--- config.mk ---
export PLATFORM = sky130hd
export DESIGN_NAME = ufrr_ctrl
export DESIGN_NICKNAME = d
export VERILOG_FILES = /design/src/rtl/ufrr_pkg.sv /design/src/rtl/ufrr_ctrl.sv
export SDC_FILE = /design/constraint.sdc
export NUM_CORES = 1
export LEC_CHECK = 0
export BUFFER_PORTS_ARGS = -buffer_cell sky130_fd_sc_hd__buf_2
export CAP_MARGIN = 10
export CORE_AREA = 5 5 42 44
export DETAILED_ROUTE_END_ITERATION = 6
export DIE_AREA = 0 0 47 49
export HOLD_SLACK_MARGIN = 0.06
export PLACE_DENSITY_LB_ADDON = 0.3
export SLEW_MARGIN = 20
export SYNTH_ARGS = -nofsm -noshare
export SYNTH_HDL_FRONTEND = slang
export SYNTH_SLANG_ARGS = --single-unit
--- constraint.sdc ---
create_clock -name clock -period 3.9 [get_ports clock]
set_input_delay 0 -clock clock [delete_from_list [all_inputs] [get_ports clock]]
set_output_delay 0 -clock clock [all_outputs]
set_load 0.02 [all_outputs]
--- src/rtl/ufrr_pkg.sv ---
`timescale 1ns / 1ps
// ----------------------------------------------------------------------------
// ufrr_pkg
// Shared types and constants of the udp flow rule rewriter: request and
// response payloads, rule entry layout, action codes, controller commands.
// ----------------------------------------------------------------------------
package ufrr_pkg;

   localparam int RULE_DEPTH = 1024;
   localparam int RULE_IDX_W = $clog2(RULE_DEPTH);
   localparam int RULE_CNT_W = RULE_IDX_W + 1;

   localparam logic [15:0] ETH_TYPE_ARP = 16'h0806;
   localparam logic [7:0]  PROTO_UDP    = 8'd17;

   localparam logic KIND_PACKET     = 1'b0;
   localparam logic KIND_RULE_WRITE = 1'b1;

   localparam logic [2:0] ACT_FORWARD       = 3'd0;
   localparam logic [2:0] ACT_DROP_ARP      = 3'd1;
   localparam logic [2:0] ACT_DROP_NON_UDP  = 3'd2;
   localparam logic [2:0] ACT_DROP_NO_MATCH = 3'd3;
   localparam logic [2:0] ACT_RULE_WRITTEN  = 3'd4;

   localparam logic [1:0] CSR_RULE_COUNT = 2'd0;
   localparam logic [1:0] CSR_SOURCE_MAC = 2'd1;
   localparam logic [1:0] CSR_DEST_MAC   = 2'd2;

   typedef struct packed {
      logic        kind;
      logic [15:0] eth_type;
      logic [7:0]  ip_protocol;
      logic [31:0] source_addr;
      logic [15:0] dest_port;
      logic [31:0] dest_addr;
      logic [9:0]  rule_index;
   } ufrr_req_type;

   typedef struct packed {
      logic [2:0]  action;
      logic [31:0] out_dest_addr;
      logic [9:0]  matched_rule;
      logic [31:0] udp_received;
      logic [31:0] forwarded_count;
   } ufrr_rsp_type;

   typedef struct packed {
      logic [31:0] match_source;
      logic [15:0] match_port;
      logic [31:0] replacement_dest;
   } ufrr_rule_type;

   typedef struct packed {
      logic load;
      logic scan_start;
      logic scan;
      logic emit;
   } ufrr_cmd_type;

   typedef struct packed {
      logic is_udp;
      logic search_done;
      logic rsp_free;
   } ufrr_status_type;

   typedef enum logic [3:0] {
      ST_IDLE   = 4'b0001,
      ST_CHECK  = 4'b0010,
      ST_SEARCH = 4'b0100,
      ST_DONE   = 4'b1000
   } ufrr_state_type;

endpackage

--- src/rtl/ufrr_ctrl.sv ---
`timescale 1ns / 1ps
// ----------------------------------------------------------------------------
// ufrr_ctrl
// Request sequencer: takes one request, classifies it, runs the rule search
// for udp packets and hands the result to the output register.
// ----------------------------------------------------------------------------
module ufrr_ctrl (
   input  logic                      clock,
   input  logic                      reset,
   input  logic                      req_valid,
   output logic                      req_stall,
   input  ufrr_pkg::ufrr_status_type status,
   output ufrr_pkg::ufrr_cmd_type    cmd
);
   import ufrr_pkg::*;

   ufrr_state_type state_ff;
   ufrr_state_type state_in;

   always_comb begin
      state_in = state_ff;
      cmd      = '0;
      unique case (state_ff)
         ST_IDLE: begin
            cmd.load = req_valid;
            if (req_valid) begin
               state_in = ST_CHECK;
            end
         end
         ST_CHECK: begin
            cmd.scan_start = status.is_udp;
            state_in       = status.is_udp ? ST_SEARCH : ST_DONE;
         end
         ST_SEARCH: begin
            cmd.scan = 1'b1;
            if (status.search_done) begin
               state_in = ST_DONE;
            end
         end
         ST_DONE: begin
            cmd.emit = status.rsp_free;
            if (status.rsp_free) begin
               state_in = ST_IDLE;
            end
         end
         default: begin
            state_in = ST_IDLE;
         end
      endcase
   end

   assign req_stall = (state_ff != ST_IDLE);

   always_ff @(posedge clock) begin
      if (reset) begin
         state_ff <= ST_IDLE;
      end else begin
         state_ff <= state_in;
      end
   end

endmodule

==> run metrics <==
Clock Path Buffers=2; period utilisation layout=36.9%; CP delay by family, top=simple AND/OR/NAND/NOR gates; area of the die=about 2300 µm²; status=finished clean; Root Driver=clkbuf_4; max-cap violation count=0; Max stage delay on crit path=0.57 ns; Fillers=161; post-route ant nets=0; Total GRT Usage=~6.5%; Slew @ Worst Pin=0.297 ns; Top reg by flops=state_ff; final net count=56; Initial Utilization=roughly 20%; Hold Vio Cnt, Final=0; power per cell area=about 350 nW/µm²; CTS tree=done; clk slew on worst S/H paths=approximately 0.04 ns; CTS sink cnt=4; gpl congestion=0.672; Mapped Area=~280 µm²; max FFs per register=4; Cell variety after synth=22; initial antenna violation count=0; routed wire length=between 600 and 700 µm; CTS Buf Count=3; global-route wire length before repair=1.04 mm; leakage=0.186 nW; total number of vias=280; share of layout cells above drive strength 1=31.3%; final non-filler cell total=64; critical path class=reg -> out; Port Buffers=10; grt ovf=0; n_diodes=0; placed insts=59; Post-CTS Setup Repair Bufs=0; worst skew pair latency=0.23 ns; DRC=0; Gate Count Post-Synth=35; setup_tns=0 ns; synth warn=0; Top Ports=11; Final setup viols=0; Final min period=around 1.4 ns; placed cell areas=approximately 330 µm²; worst path bufs/invs=1; area delta synth->final=33.3%; Worst Skew=0.00619 ns; fmax=about 700 MHz; worst min path class=in -> reg; IR drop worst, VDD=0.169 mV; Yosys reg bits=4; Design Area, Final=375 µm²; WL/cell=around 9.9 µm; largest registers=state_ff (4); Crit Path Max Fanout=9; Multi-input gate area=179 µm²; Post-DP HPWL=498 µm; data arrival time of the worst path=1.44 ns; slowest CP cell=or4b_4; largest net degree at the start of global routing=11; Die X=47 µm; commonest non-fill, non-tap cell in the layout=buf_2; Placeable Area=1400 µm²; RSZ-0062 raised after global routing=false; CP Launch Type=flip-flop; CP Capture Type=output pin; 1st-pass router iterations=4; vias in the first global route=244; Slew Limit Fails=0; most frequent cells in the layout=10 x buf_2, 5 x nor2_1, 4 x nor2b_1, 4 x dfxtp_1, 3 x clkbuf_4; Required @ worst endpoint=3.90 ns; Rows=14; Starting DRT DRC Count=11; FF+latch area=about 80 µm²; drt via density=4.38; register area share after synthesis=28.4%; Slew Limit Headroom=80.1%; cell chain of the critical path=or4b_4, nor2_1, buf_2; die height=49 µm; Syn Nets=41; syn avg cell area=8.04 µm²; H-tree Lvls=1
## cell usage after synthesis
cell       count  area, µm²
nor2_1         5       18.8
dfxtp_1        4       80.1
nor2b_1        4       25.0
nor3_1         2       10.0
nor3b_1        2       15.0
o21ai_0        2       10.0
a21o_1         1       7.51
a21oi_1        1       5.00
a2bb2oi_1      1       8.76
a31oi_1        1       6.26
and2_1         1       6.26
and3_1         1       6.26
and4b_1        1       10.0
buf_4          1       7.51
buf_6          1       11.3
inv_1          1       3.75
mux2i_1        1       10.0
nand2b_1       1       6.26
nor2_2         1       6.26
o31ai_1        1       7.51
or3_1          1       6.26
or4b_4         1       13.8
## metrics by stage
| stage | hold WS (ns) | setup slack [ns] | total power, mW | utilization (%) |
|---|---|---|---|---|
| final | 0.157 | 2.46 | 0.130 | 26.8 |
| after global routing | 0.184 | 2.39 | 0.140 | 26.8 |
| after CTS | 0.148 | 2.45 | 0.134 | 26.8 |
| after detailed placement | 0.222 | 2.52 | 0.0777 | 23.8 |
| after global placement | 0.228 | 2.51 | 0.0787 | 23.8 |
| after floorplan | 0.0724 | 2.55 | 0.0688 | - |
## cell families (layout without fill, tap and decap cells)
logic type / count (synthesis) / in the layout / share of synthesized area (%)
AOI/OAI and AO/OA: 7 / 7 / 16.0
and+or+nand+nor: 20 / 20 / 44.0
DFF: 4 / 4 / 28.4
muxes: 1 / 1 / 3.56
buffers and inverters: 3 / 16 / 8.00
## path summary, 6_finish.rpt
path	start	end	slack [ns]	cells after the start
setup / recovery	state_ff[2]	cmd[3]	2.46	3
hold / removal	status[2]	state_ff[3]	0.16	4
setup reg to reg	state_ff[2]	state_ff[3]	2.51	4
hold reg to reg	state_ff[3]	state_ff[3]	0.61	2
## repair_timing
item,CTS,global route
gates resized for setup,0,0
hold buffers,2,0
endpoints found under the hold margin,3,0
## area by class of cell
class                   count  share of cell area (%)
flip-flops and latches      4                    21.3
multi-input cells          28                    47.7
clock buffers               3                    6.00
inverters                   1                    1.00
well taps                  16                    5.33
repair buffers             12                    18.7
## worst register-to-register path, delay by kind of cell (launching register included)
family | cells | cell delay (ns)
AND/OR/NAND/NOR | 2 | 0.70
flip-flops | 1 | 0.38
multiplexers | 1 | 0.13
AO/OA/AOI/OAI | 1 | 0.07
## per-layer routing
layer | part of all wire (%) | track usage [%] | vias up
met2 | 41 | 7.92 | 7
met5 | 0 | 0 | -
met1 | 52 | 8.59 | 121
met4 | 0 | 5.53 | 0
li1 | - | - | 152
met3 | 6.6 | 2.21 | 0
## where the power goes
part,switching (mW),total (mW),internal (mW)
logic,0.0159,0.0313,0.0155
clock network,0.0166,0.0510,0.0344
registers,0.00364,0.0473,0.0436
No activity file was read; power rests on OpenSTA's default activity.
